[src/hdl/smlfq_pkg.sv]
// types, constants and request codes for the stride / mlfq scheduler
// no dependencies

package smlfq_pkg;

    localparam int ENTRIES  = 64;
    localparam int IDX_W    = $clog2(ENTRIES);
    localparam int PASS_W   = 32;
    localparam int TKT_W    = 7;
    localparam int LVL_W    = 2;
    localparam int TICK_W   = 5;
    localparam int BOOST_W  = 8;
    localparam int CFG_W    = 8;
    localparam int CIDX_W   = 3;

    localparam logic [TKT_W-1:0] SHARE_WHOLE = 7'd100;
    localparam logic [TKT_W-1:0] LIMIT_MAX   = 7'd99;

    localparam logic [2:0] OP_PICK    = 3'd0;
    localparam logic [2:0] OP_TICK    = 3'd1;
    localparam logic [2:0] OP_GRANT   = 3'd2;
    localparam logic [2:0] OP_RELEASE = 3'd3;
    localparam logic [2:0] OP_READY   = 3'd4;

    localparam logic [CIDX_W-1:0] CFG_LIMIT   = 3'd0;
    localparam logic [CIDX_W-1:0] CFG_QTOP    = 3'd1;
    localparam logic [CIDX_W-1:0] CFG_QMID    = 3'd2;
    localparam logic [CIDX_W-1:0] CFG_QBOT    = 3'd3;
    localparam logic [CIDX_W-1:0] CFG_BOOST   = 3'd4;

    typedef struct packed {
        logic [TKT_W-1:0]  tickets;
        logic [PASS_W-1:0] pass;
        logic [LVL_W-1:0]  level;
        logic [TICK_W-1:0] ticks;
    } rec_t;

endpackage

[src/hdl/stride_mlfq_scheduler.sv]
// stride scheduler with mlfq side: entry table, sequencer and shared divider
// depends on smlfq_pkg
// a pick divides to advance the chosen side's pass, then scans all 64 entries; with no tickets
// it skips the division, and a stride hit takes a second division for the entry's pass
// (7-step divisions); a tick may add a boost sweep over all entries; unused codes go
// straight to the finish; one request at a time, the next is taken in the done cycle, no stall
// async active-low reset clears the table through per-entry valid bits, no clearing pass

module stride_mlfq_scheduler
(
    input  logic                          clk,
    input  logic                          rst_n,
    input  logic                          start,
    output logic                          busy,
    input  logic [2:0]                    op,
    input  logic [smlfq_pkg::IDX_W-1:0]   entry,
    input  logic [smlfq_pkg::TKT_W-1:0]   share,
    input  logic                          ready_req,
    output logic                          done,
    output logic [smlfq_pkg::IDX_W-1:0]   chosen,
    output logic                          chosen_valid,
    output logic                          from_stride,
    output logic                          status,
    output logic [smlfq_pkg::TKT_W-1:0]   granted,
    input  logic                          cfg_we,
    input  logic [smlfq_pkg::CIDX_W-1:0]  cfg_index,
    input  logic [smlfq_pkg::CFG_W-1:0]   cfg_data
);

    localparam logic [3:0] S_IDLE    = 4'd0;
    localparam logic [3:0] S_DIV     = 4'd1;
    localparam logic [3:0] S_SIDE    = 4'd2;
    localparam logic [3:0] S_SCAN_RD = 4'd3;
    localparam logic [3:0] S_SCAN_EV = 4'd4;
    localparam logic [3:0] S_PASS_WB = 4'd5;
    localparam logic [3:0] S_ONE_RD  = 4'd6;
    localparam logic [3:0] S_ONE_EV  = 4'd7;
    localparam logic [3:0] S_SWP_RD  = 4'd8;
    localparam logic [3:0] S_SWP_EV  = 4'd9;
    localparam logic [3:0] S_FIN     = 4'd10;

    localparam int IW = smlfq_pkg::IDX_W;
    localparam int TW = smlfq_pkg::TKT_W;
    localparam int PW = smlfq_pkg::PASS_W;
    localparam logic [IW-1:0] LAST_IDX = IW'(smlfq_pkg::ENTRIES - 1);
    localparam logic [2:0] DIV_LAST = 3'(TW - 1);

    logic [3:0]                state_reg, state_next;
    logic [2:0]                op_reg, op_next;
    logic [TW-1:0]             share_reg, share_next;
    logic                      rdy_reg, rdy_next;
    logic [IW-1:0]             addr_reg, addr_next;
    logic [IW-1:0]             cnt_reg, cnt_next;
    logic [IW-1:0]             best_idx_reg, best_idx_next;
    logic                      best_found_reg, best_found_next;
    smlfq_pkg::rec_t           best_rec_reg, best_rec_next;
    logic [2:0]                best_level_reg, best_level_next;
    logic                      side_reg, side_next;
    logic [TW-1:0]             div_rem_reg, div_rem_next;
    logic [TW-1:0]             div_quo_reg, div_quo_next;
    logic [TW-1:0]             div_den_reg, div_den_next;
    logic [2:0]                div_cnt_reg, div_cnt_next;
    logic                      div_ret_reg, div_ret_next;
    logic [TW-1:0]             total_reg, total_next;
    logic [7:0]                boost_cnt_reg, boost_cnt_next;
    logic [PW-1:0]             spass_reg, spass_next;
    logic [PW-1:0]             mpass_reg, mpass_next;
    logic [IW-1:0]             rp_reg, rp_next;
    logic [TW-1:0]             limit_reg;
    logic [4:0]                qtop_reg, qmid_reg, qbot_reg;
    logic [7:0]                bperiod_reg;
    logic                      done_reg, done_next;
    logic [IW-1:0]             chosen_reg, chosen_next;
    logic                      cvalid_reg, cvalid_next;
    logic                      fstride_reg, fstride_next;
    logic                      status_reg, status_next;
    logic [TW-1:0]             granted_reg, granted_next;
    logic [smlfq_pkg::ENTRIES-1:0] ready_reg, ready_next;
    logic [smlfq_pkg::ENTRIES-1:0] valid_reg, valid_next;

    smlfq_pkg::rec_t           mem [smlfq_pkg::ENTRIES];
    smlfq_pkg::rec_t           mem_q;
    logic                      valid_q;
    logic                      mem_we;
    logic [IW-1:0]             mem_waddr;
    smlfq_pkg::rec_t           mem_wdata;

    smlfq_pkg::rec_t           rec;
    smlfq_pkg::rec_t           nrec;
    logic [TW:0]               div_sh;
    logic [TW-1:0]             limit_eff;
    logic [TW-1:0]             rest;
    logic [TW:0]               sum;
    logic [smlfq_pkg::TICK_W-1:0] tk;
    logic [7:0]                bc;
    logic                      f_found;
    logic [IW-1:0]             f_idx;
    smlfq_pkg::rec_t           f_rec;
    logic [2:0]                f_level;
    logic                      elig;

    assign busy         = (state_reg != S_IDLE);
    assign done         = done_reg;
    assign chosen       = chosen_reg;
    assign chosen_valid = cvalid_reg;
    assign from_stride  = fstride_reg;
    assign status       = status_reg;
    assign granted      = granted_reg;

    assign rec       = valid_q ? mem_q : '0;
    assign limit_eff = (limit_reg > smlfq_pkg::LIMIT_MAX) ? smlfq_pkg::LIMIT_MAX : limit_reg;
    assign div_sh    = {div_rem_reg, div_quo_reg[TW-1]};

    always_ff @(posedge clk)
    begin
        if (mem_we)
        begin
            mem[mem_waddr] <= mem_wdata;
        end
        mem_q <= mem[addr_reg];
    end

    always_ff @(posedge clk or negedge rst_n)
    begin
        if (!rst_n)
        begin
            valid_q <= 1'b0;
        end
        else
        begin
            valid_q <= valid_reg[addr_reg];
        end
    end

    always_ff @(posedge clk or negedge rst_n)
    begin
        if (!rst_n)
        begin
            limit_reg   <= 7'd80;
            qtop_reg    <= 5'd5;
            qmid_reg    <= 5'd10;
            qbot_reg    <= 5'd20;
            bperiod_reg <= 8'd100;
        end
        else if (cfg_we)
        begin
            case (cfg_index)
                smlfq_pkg::CFG_LIMIT: limit_reg   <= cfg_data[TW-1:0];
                smlfq_pkg::CFG_QTOP:  qtop_reg    <= cfg_data[4:0];
                smlfq_pkg::CFG_QMID:  qmid_reg    <= cfg_data[4:0];
                smlfq_pkg::CFG_QBOT:  qbot_reg    <= cfg_data[4:0];
                smlfq_pkg::CFG_BOOST: bperiod_reg <= cfg_data;
                default: ;
            endcase
        end
    end

    always_comb
    begin
        state_next      = state_reg;
        op_next         = op_reg;
        share_next      = share_reg;
        rdy_next        = rdy_reg;
        addr_next       = addr_reg;
        cnt_next        = cnt_reg;
        best_idx_next   = best_idx_reg;
        best_found_next = best_found_reg;
        best_rec_next   = best_rec_reg;
        best_level_next = best_level_reg;
        side_next       = side_reg;
        div_rem_next    = div_rem_reg;
        div_quo_next    = div_quo_reg;
        div_den_next    = div_den_reg;
        div_cnt_next    = div_cnt_reg;
        div_ret_next    = div_ret_reg;
        total_next      = total_reg;
        boost_cnt_next  = boost_cnt_reg;
        spass_next      = spass_reg;
        mpass_next      = mpass_reg;
        rp_next         = rp_reg;
        done_next       = 1'b0;
        chosen_next     = chosen_reg;
        cvalid_next     = cvalid_reg;
        fstride_next    = fstride_reg;
        status_next     = status_reg;
        granted_next    = granted_reg;
        ready_next      = ready_reg;
        valid_next      = valid_reg;
        mem_we          = 1'b0;
        mem_waddr       = addr_reg;
        mem_wdata       = rec;
        nrec            = rec;
        rest            = total_reg - rec.tickets;
        sum             = {1'b0, rest} + {1'b0, share_reg};
        tk              = rec.ticks + 5'd1;
        bc              = boost_cnt_reg + 8'd1;
        f_found         = best_found_reg;
        f_idx           = best_idx_reg;
        f_rec           = best_rec_reg;
        f_level         = best_level_reg;
        elig            = 1'b0;

        case (state_reg)
            S_IDLE:
            begin
                if (start)
                begin
                    op_next      = op;
                    share_next   = share;
                    rdy_next     = ready_req;
                    addr_next    = entry;
                    chosen_next  = '0;
                    cvalid_next  = 1'b0;
                    fstride_next = 1'b0;
                    status_next  = 1'b0;
                    granted_next = '0;
                    case (op)
                        smlfq_pkg::OP_PICK:
                        begin
                            div_cnt_next = '0;
                            div_rem_next = '0;
                            div_quo_next = smlfq_pkg::SHARE_WHOLE;
                            div_ret_next = 1'b0;
                            if (total_reg != '0)
                            begin
                                side_next    = (spass_reg <= mpass_reg);
                                div_den_next = (spass_reg <= mpass_reg) ? total_reg
                                             : smlfq_pkg::SHARE_WHOLE - total_reg;
                                state_next   = S_DIV;
                            end
                            else
                            begin
                                side_next  = 1'b0;
                                state_next = S_SIDE;
                            end
                        end
                        smlfq_pkg::OP_TICK, smlfq_pkg::OP_GRANT,
                        smlfq_pkg::OP_RELEASE, smlfq_pkg::OP_READY:
                        begin
                            state_next = S_ONE_RD;
                        end
                        default:
                        begin
                            state_next = S_FIN;
                        end
                    endcase
                end
            end

            S_DIV:
            begin
                if (div_sh >= {1'b0, div_den_reg})
                begin
                    div_rem_next = TW'(div_sh - {1'b0, div_den_reg});
                    div_quo_next = {div_quo_reg[TW-2:0], 1'b1};
                end
                else
                begin
                    div_rem_next = div_sh[TW-1:0];
                    div_quo_next = {div_quo_reg[TW-2:0], 1'b0};
                end
                div_cnt_next = div_cnt_reg + 3'd1;
                if (div_cnt_reg == DIV_LAST)
                begin
                    state_next = div_ret_reg ? S_PASS_WB : S_SIDE;
                end
            end

            S_SIDE:
            begin
                if (total_reg != '0)
                begin
                    if (side_reg)
                    begin
                        spass_next = spass_reg + PW'(div_quo_reg);
                    end
                    else
                    begin
                        mpass_next = mpass_reg + PW'(div_quo_reg);
                    end
                end
                addr_next       = side_reg ? '0 : rp_reg;
                cnt_next        = '0;
                best_found_next = 1'b0;
                best_level_next = 3'd4;
                state_next      = S_SCAN_RD;
            end

            S_SCAN_RD:
            begin
                state_next = S_SCAN_EV;
            end

            S_SCAN_EV:
            begin
                if (side_reg)
                begin
                    elig = ready_reg[addr_reg] && rec.tickets != '0
                        && (!best_found_reg || rec.pass < best_rec_reg.pass);
                end
                else
                begin
                    elig = ready_reg[addr_reg] && rec.tickets == '0
                        && {1'b0, rec.level} < best_level_reg;
                end
                if (elig)
                begin
                    f_found = 1'b1;
                    f_idx   = addr_reg;
                    f_rec   = rec;
                    f_level = {1'b0, rec.level};
                end
                best_found_next = f_found;
                best_idx_next   = f_idx;
                best_rec_next   = f_rec;
                best_level_next = f_level;
                if (cnt_reg == LAST_IDX)
                begin
                    fstride_next = side_reg;
                    if (!f_found)
                    begin
                        state_next = S_FIN;
                    end
                    else if (side_reg)
                    begin
                        div_cnt_next = '0;
                        div_rem_next = '0;
                        div_quo_next = total_reg;
                        div_den_next = f_rec.tickets;
                        div_ret_next = 1'b1;
                        state_next   = S_DIV;
                    end
                    else
                    begin
                        rp_next     = (f_idx == LAST_IDX) ? '0 : f_idx + IW'(1);
                        chosen_next = f_idx;
                        cvalid_next = 1'b1;
                        state_next  = S_FIN;
                    end
                end
                else
                begin
                    cnt_next   = cnt_reg + IW'(1);
                    addr_next  = (addr_reg == LAST_IDX) ? '0 : addr_reg + IW'(1);
                    state_next = S_SCAN_RD;
                end
            end

            S_PASS_WB:
            begin
                nrec        = best_rec_reg;
                nrec.pass   = best_rec_reg.pass + PW'(div_quo_reg);
                mem_we      = 1'b1;
                mem_waddr   = best_idx_reg;
                mem_wdata   = nrec;
                valid_next[best_idx_reg] = 1'b1;
                chosen_next = best_idx_reg;
                cvalid_next = 1'b1;
                state_next  = S_FIN;
            end

            S_ONE_RD:
            begin
                state_next = S_ONE_EV;
            end

            S_ONE_EV:
            begin
                state_next = S_FIN;
                case (op_reg)
                    smlfq_pkg::OP_TICK:
                    begin
                        nrec.ticks = tk;
                        case (rec.level)
                            2'd0:
                            begin
                                if (tk >= qtop_reg)
                                begin
                                    nrec.level = 2'd1;
                                    nrec.ticks = '0;
                                end
                            end
                            2'd1:
                            begin
                                if (tk >= qmid_reg)
                                begin
                                    nrec.level = 2'd2;
                                    nrec.ticks = '0;
                                end
                            end
                            2'd2:
                            begin
                                if (tk >= qbot_reg)
                                begin
                                    nrec.ticks = '0;
                                end
                            end
                            default: ;
                        endcase
                        mem_we    = 1'b1;
                        mem_wdata = nrec;
                        valid_next[addr_reg] = 1'b1;
                        if (bc >= bperiod_reg)
                        begin
                            boost_cnt_next = '0;
                            addr_next      = '0;
                            cnt_next       = '0;
                            state_next     = S_SWP_RD;
                        end
                        else
                        begin
                            boost_cnt_next = bc;
                        end
                    end
                    smlfq_pkg::OP_GRANT:
                    begin
                        if (share_reg == '0 || sum > {1'b0, limit_eff})
                        begin
                            status_next = 1'b1;
                        end
                        else
                        begin
                            nrec.tickets = share_reg;
                            nrec.pass    = '0;
                            mem_we       = 1'b1;
                            mem_wdata    = nrec;
                            valid_next[addr_reg] = 1'b1;
                            total_next   = sum[TW-1:0];
                            granted_next = share_reg;
                        end
                    end
                    smlfq_pkg::OP_RELEASE:
                    begin
                        if (rec.tickets != '0)
                        begin
                            nrec.tickets = '0;
                            nrec.pass    = '0;
                            mem_we       = 1'b1;
                            mem_wdata    = nrec;
                            valid_next[addr_reg] = 1'b1;
                            total_next   = rest;
                        end
                    end
                    smlfq_pkg::OP_READY:
                    begin
                        if (rdy_reg && !ready_reg[addr_reg])
                        begin
                            nrec.level = '0;
                            nrec.ticks = '0;
                            mem_we     = 1'b1;
                            mem_wdata  = nrec;
                            valid_next[addr_reg] = 1'b1;
                        end
                        ready_next[addr_reg] = rdy_reg;
                    end
                    default: ;
                endcase
            end

            S_SWP_RD:
            begin
                state_next = S_SWP_EV;
            end

            S_SWP_EV:
            begin
                nrec.level = '0;
                nrec.ticks = '0;
                mem_we     = 1'b1;
                mem_wdata  = nrec;
                valid_next[addr_reg] = 1'b1;
                if (cnt_reg == LAST_IDX)
                begin
                    state_next = S_FIN;
                end
                else
                begin
                    cnt_next   = cnt_reg + IW'(1);
                    addr_next  = addr_reg + IW'(1);
                    state_next = S_SWP_RD;
                end
            end

            S_FIN:
            begin
                done_next  = 1'b1;
                state_next = S_IDLE;
            end

            default:
            begin
                state_next = S_IDLE;
            end
        endcase
    end

    always_ff @(posedge clk or negedge rst_n)
    begin
        if (!rst_n)
        begin
            state_reg      <= S_IDLE;
            total_reg      <= '0;
            boost_cnt_reg  <= '0;
            spass_reg      <= '0;
            mpass_reg      <= '0;
            rp_reg         <= '0;
            done_reg       <= 1'b0;
            ready_reg      <= '0;
            valid_reg      <= '0;
            addr_reg       <= '0;
        end
        else
        begin
            state_reg      <= state_next;
            total_reg      <= total_next;
            boost_cnt_reg  <= boost_cnt_next;
            spass_reg      <= spass_next;
            mpass_reg      <= mpass_next;
            rp_reg         <= rp_next;
            done_reg       <= done_next;
            ready_reg      <= ready_next;
            valid_reg      <= valid_next;
            addr_reg       <= addr_next;
        end
    end

    always_ff @(posedge clk)
    begin
        op_reg         <= op_next;
        share_reg      <= share_next;
        rdy_reg        <= rdy_next;
        cnt_reg        <= cnt_next;
        best_idx_reg   <= best_idx_next;
        best_found_reg <= best_found_next;
        best_rec_reg   <= best_rec_next;
        best_level_reg <= best_level_next;
        side_reg       <= side_next;
        div_rem_reg    <= div_rem_next;
        div_quo_reg    <= div_quo_next;
        div_den_reg    <= div_den_next;
        div_cnt_reg    <= div_cnt_next;
        div_ret_reg    <= div_ret_next;
        chosen_reg     <= chosen_next;
        cvalid_reg     <= cvalid_next;
        fstride_reg    <= fstride_next;
        status_reg     <= status_next;
        granted_reg    <= granted_next;
    end

`ifndef SYNTHESIS
    a_done_idle: assert property (@(posedge clk) disable iff (!rst_n)
        done_reg |-> state_reg == S_IDLE)
        else $error("done outside idle");
    a_accept_busy: assert property (@(posedge clk) disable iff (!rst_n)
        (start && !busy) |=> busy)
        else $error("accepted request did not start");
    a_total_cap: assert property (@(posedge clk) disable iff (!rst_n)
        total_reg <= smlfq_pkg::LIMIT_MAX)
        else $error("ticket total above cap");
    a_grant_ok: assert property (@(posedge clk) disable iff (!rst_n)
        (done_reg && granted_reg != '0) |-> !status_reg && !cvalid_reg)
        else $error("grant result inconsistent");
    a_one_done: assert property (@(posedge clk) disable iff (!rst_n)
        done_reg |=> !done_reg)
        else $error("done held longer than a cycle");
`endif

endmodule
[config.mk]
export PLATFORM = sky130hd
export DESIGN_NAME = stride_mlfq_scheduler
export DESIGN_NICKNAME = d
export VERILOG_FILES = /design/src/hdl/smlfq_pkg.sv /design/src/hdl/stride_mlfq_scheduler.sv
export SDC_FILE = /design/constraint.sdc
export NUM_CORES = 2
export LEC_CHECK = 0
export BUFFER_PORTS_ARGS = -buffer_cell sky130_fd_sc_hd__buf_2
export CAP_MARGIN = 20
export CORE_MARGIN = 1.5
export CORE_UTILIZATION = 35
export CTS_BUF_LIST = sky130_fd_sc_hd__clkbuf_4
export DETAILED_ROUTE_END_ITERATION = 10
export PLACE_DENSITY = 0.53
export REMOVE_ABC_BUFFERS = 1
export SYNTH_ARGS = -nofsm -noshare
export SYNTH_HDL_FRONTEND = slang
export SYNTH_SLANG_ARGS = --single-unit
export TNS_END_PERCENT = 1
[constraint.sdc]
create_clock -name clk -period 9.3 [get_ports clk]
set_input_delay 0.465 -clock clk [delete_from_list [all_inputs] [get_ports clk]]
set_output_delay 0.465 -clock clk [all_outputs]
set_load 0.1 [all_outputs]
==> key figures <==
Run status
  • Outcome: finished, final reports clean

Cells and area
  • Area delta synth->final: 15.5%
  • Fill cell count: 34270
  • Layout net count: 9225
  • Layout cell share with drive strength beyond 1: 22.2%
  • Non-filler cells, final: 14769
  • Seq. cell area: 0.0992 mm2
  • Multi-input logic area: 0.0309 mm2
  • Number of flip-flops in the largest register: 2944

Power and ir drop
  • Power Density: 300 mW/mm2
  • Max rail drop VDD: 0.312 mV
  • Leakage power: 0.0515 uW

Detailed routing
  • Initial DRC count: 12106
  • Vias: between 80000 and 90000
  • DRC: 0
  • Wirelength, routed: around 490000 um
  • Drt first pass iters: 7
  • Drt wl/cell: 33.0 um
  • Vias per Instance: 5.95
  • ANT nets after route: 0

Floorplan
  • Die X: approximately 620 um
  • Total Die Area: 0.380 mm2
  • FP Rows: 225
  • Io pins: 50
  • Initial Util: 35.1%
  • Core area: 0.375 mm2
  • Die H: 617 um

Timing
  • Tcrit/Tclk final: 76.2%
  • Slew @ Worst Pin: 1.30 ns
  • TNS Setup: 0 ns
  • RSZ-0062 raised after global routing: no
  • Fin crit period: 7.09 ns
  • Final Hold Viols: 0
  • Setup-failing EPs final: 0
  • Clock skew: 0.119 ns
  • Fmax: 141 MHz
  • Slew Limit Fails: 0
  • Max transition margin: 12.8%

CTS
  • Worst-Skew Late Latency: ~1.7 ns
  • CTS resizes: 0
  • CTS tree: built
  • H-tree depth: 6
  • Worst-path clk slew: roughly 0.07 ns
  • Clock sinks: around 3400
  • Total CTS buffers: between 800 and 900
  • Clock tree buffer depth: 4
  • Root buffer cell: clkbuf_4
  • Post-CTS Setup Inserts: 0
  • CTS Hold Bufs: 88

Synthesis
  • Ys async rst share: roughly 7.6%
  • Most numerous cell in the Yosys netlist: edfxtp_1
  • Predominant post-synthesis flop cell: edfxtp_1
  • Leading post-synthesis cells by cell area: edfxtp_1 (70%), dfrtp_1 (4.6%), a22oi_1 (4.1%)
  • Area of the mapped netlist: 0.132 mm2
  • Largest family of logic cells by synthesized area: compound AO/OA/AOI/OAI gates
  • EDFF count, synth: between 3000 and 4000
  • Sequential area share after synthesis: about three quarters
  • Mean Syn Cell Area: 16.0 um2
  • Synth Instances: 8225
  • Post-Synth Simple-Gate Area: 4.66%
  • Mux share of post-synthesis cell area: 3.08%
  • Unique masters post-synth: 90
  • Top cell type by total area after synthesis: edfxtp_1
  • Xor/xnor share of the synthesized area: less than 1%
  • Top cell type's share of synthesized area: 69.7%
  • Flops & latches, synth: roughly 3400
  • Yosys Warn Count: 0
  • Post-Synth Adder-Cell Area: 1.45%
  • Synth top cells by count: edfxtp_1 (3059), a22oi_1 (714), nand2_1 (338)
  • Synth Area in Compound Gates: about 12%

Run
  • Max-cap viol count: 0

Place
  • GPL Wtd Cong: roughly 0.89
  • Port-buffer cells: 49
  • Placed cells: ~13000
  • Post-DP HPWL: between 200000 and 300000 um

Global route
  • First-pass GRT wire length: 671000 um
  • GRT overflow: 0
  • Vias in the first global route: around 85000
  • Antenna violations before repair: 58
  • GRT Total Usage: 25.0%
  • Largest net degree at the start of global routing: between 90 and 100

Setup path
  • Crit Path Max Fanout: 38
  • CP Launch Point: valid_q$_DFF_PN0_
  • CP required: 10.53 ns
  • CP endpoint kind: flip-flop
  • Crit path DAT: 8.32 ns
  • CP Launch Type: flip-flop
  • Crit path kind: flip-flop to flip-flop
  • Critical R2R Launch: valid_q$_DFF_PN0_

Hold path
  • Hold Crit Class: input pin to flip-flop
  • Worst min-delay path startpoint: share[4]
[cells by family after synthesis]
| kind of cell | count (synthesis) |
|---|---|
| AO/OA/AOI/OAI | 2276 |
| XOR/XNOR | 127 |
| adder cells (fa/ha/maj) | 149 |
| buffers and inverters | 696 |
| flip-flops | 3360 |
| multiplexers | 367 |
| AND/OR/NAND/NOR | 1250 |
[layout by cell type, fill, tap and decap left out, types with 177 or more instances in the layout]
cell type,synthesis,routed
nor2_1,268,260
nand2_1,338,333
dfrtp_1,244,237
inv_1,177,177
o21ai_0,224,219
edfxtp_1,3059,3059
a221oi_1,317,317
clkinv_1,2,191
a22o_1,196,196
buf_4,14,313
clkbuf_4,0,1283
a21oi_1,295,288
a22oi_1,714,714
mux2i_1,192,184
[final cells by class]
| type | instances | share of cell area (%) |
|---|---|---|
| Sequential cell | 3360 | 65.2 |
| Clock inverter | 269 | 1.00 |
| Multi-Input combinational cell | 4169 | 20.3 |
| Inverter | 180 | 0.445 |
| Tap cell | 4994 | 4.10 |
| Antenna cell | 38 | 0.0625 |
| Timing Repair Buffer | 477 | 2.60 |
| Clock buffer | 1282 | 6.32 |
[path summary, 6_finish.rpt]
path | endpoint | slack [ns] | depth (start not counted)
min in group asynchronous | addr_reg[5]$_DFFE_PN0P_ | 0.49 | 5
max | mem[50][8]$_DFFE_PP_ | 2.21 | 22
max in group asynchronous | ready_reg[3]$_DFFE_PN0P_ | 7.14 | 7
min | share_reg[4]$_DFFE_PP_ | 0.15 | 3
min reg2reg | valid_reg[59]$_DFFE_PN0P_ | 0.47 | 1
max reg2reg | mem[50][8]$_DFFE_PP_ | 2.21 | 22
[critical path, stage by stage (launching register included)]
cell and delay [ns]:
dfrtp_2 0.56, and2_1 0.29, ha_1 0.18, inv_1 0.06, fa_1 0.42, a21oi_1 0.18
nor2_1 0.07, nor2_1 0.16, xnor2_1 0.11, ha_1 0.33, a21boi_0 0.29, o21a_1 0.15
nor2_1 0.05, xnor2_1 0.16, ha_1 0.32, nand4_1 0.11, o22ai_1 0.17, a21oi_1 0.15
nor2_1 0.35, a221oi_4 0.30, buf_4 0.36, nor4_2 0.96, buf_4 0.84
[metal layers]
| layer | wire, um | GRT usage (%) | vias to the layer above |
|---|---|---|---|
| met5 | 280 | 0 | - |
| met4 | 20100 | 10.3 | 38 |
| met2 | 220000 | 38.5 | 6014 |
| met3 | 57300 | 6.58 | 1045 |
| li1 | - | - | 35623 |
| met1 | 190000 | 33.4 | 45185 |
[per-stage QoR]
stage	util [%]	worst slack (ns)	instance area (um2)	total power (uW)	hold WS (ns)
3_5_place_dp	37.3	2.34	140000	32600	0.452
2_1_floorplan	-	-32.69	129000	26400	0.169
5_1_grt	40.5	1.94	152000	47000	0.166
6_report	40.6	2.21	152000	45600	0.151
3_3_place_gp	37.3	2.25	140000	32600	0.448
4_1_cts	40.5	2.35	152000	45400	0.0110
[power by group]
group,switching (uW),internal (uW),leakage (uW)
clock network,6330,6520,0.00660
registers,541,17800,0.0322
logic,10700,3780,0.0127
Power figures use the tool's default switching activity.
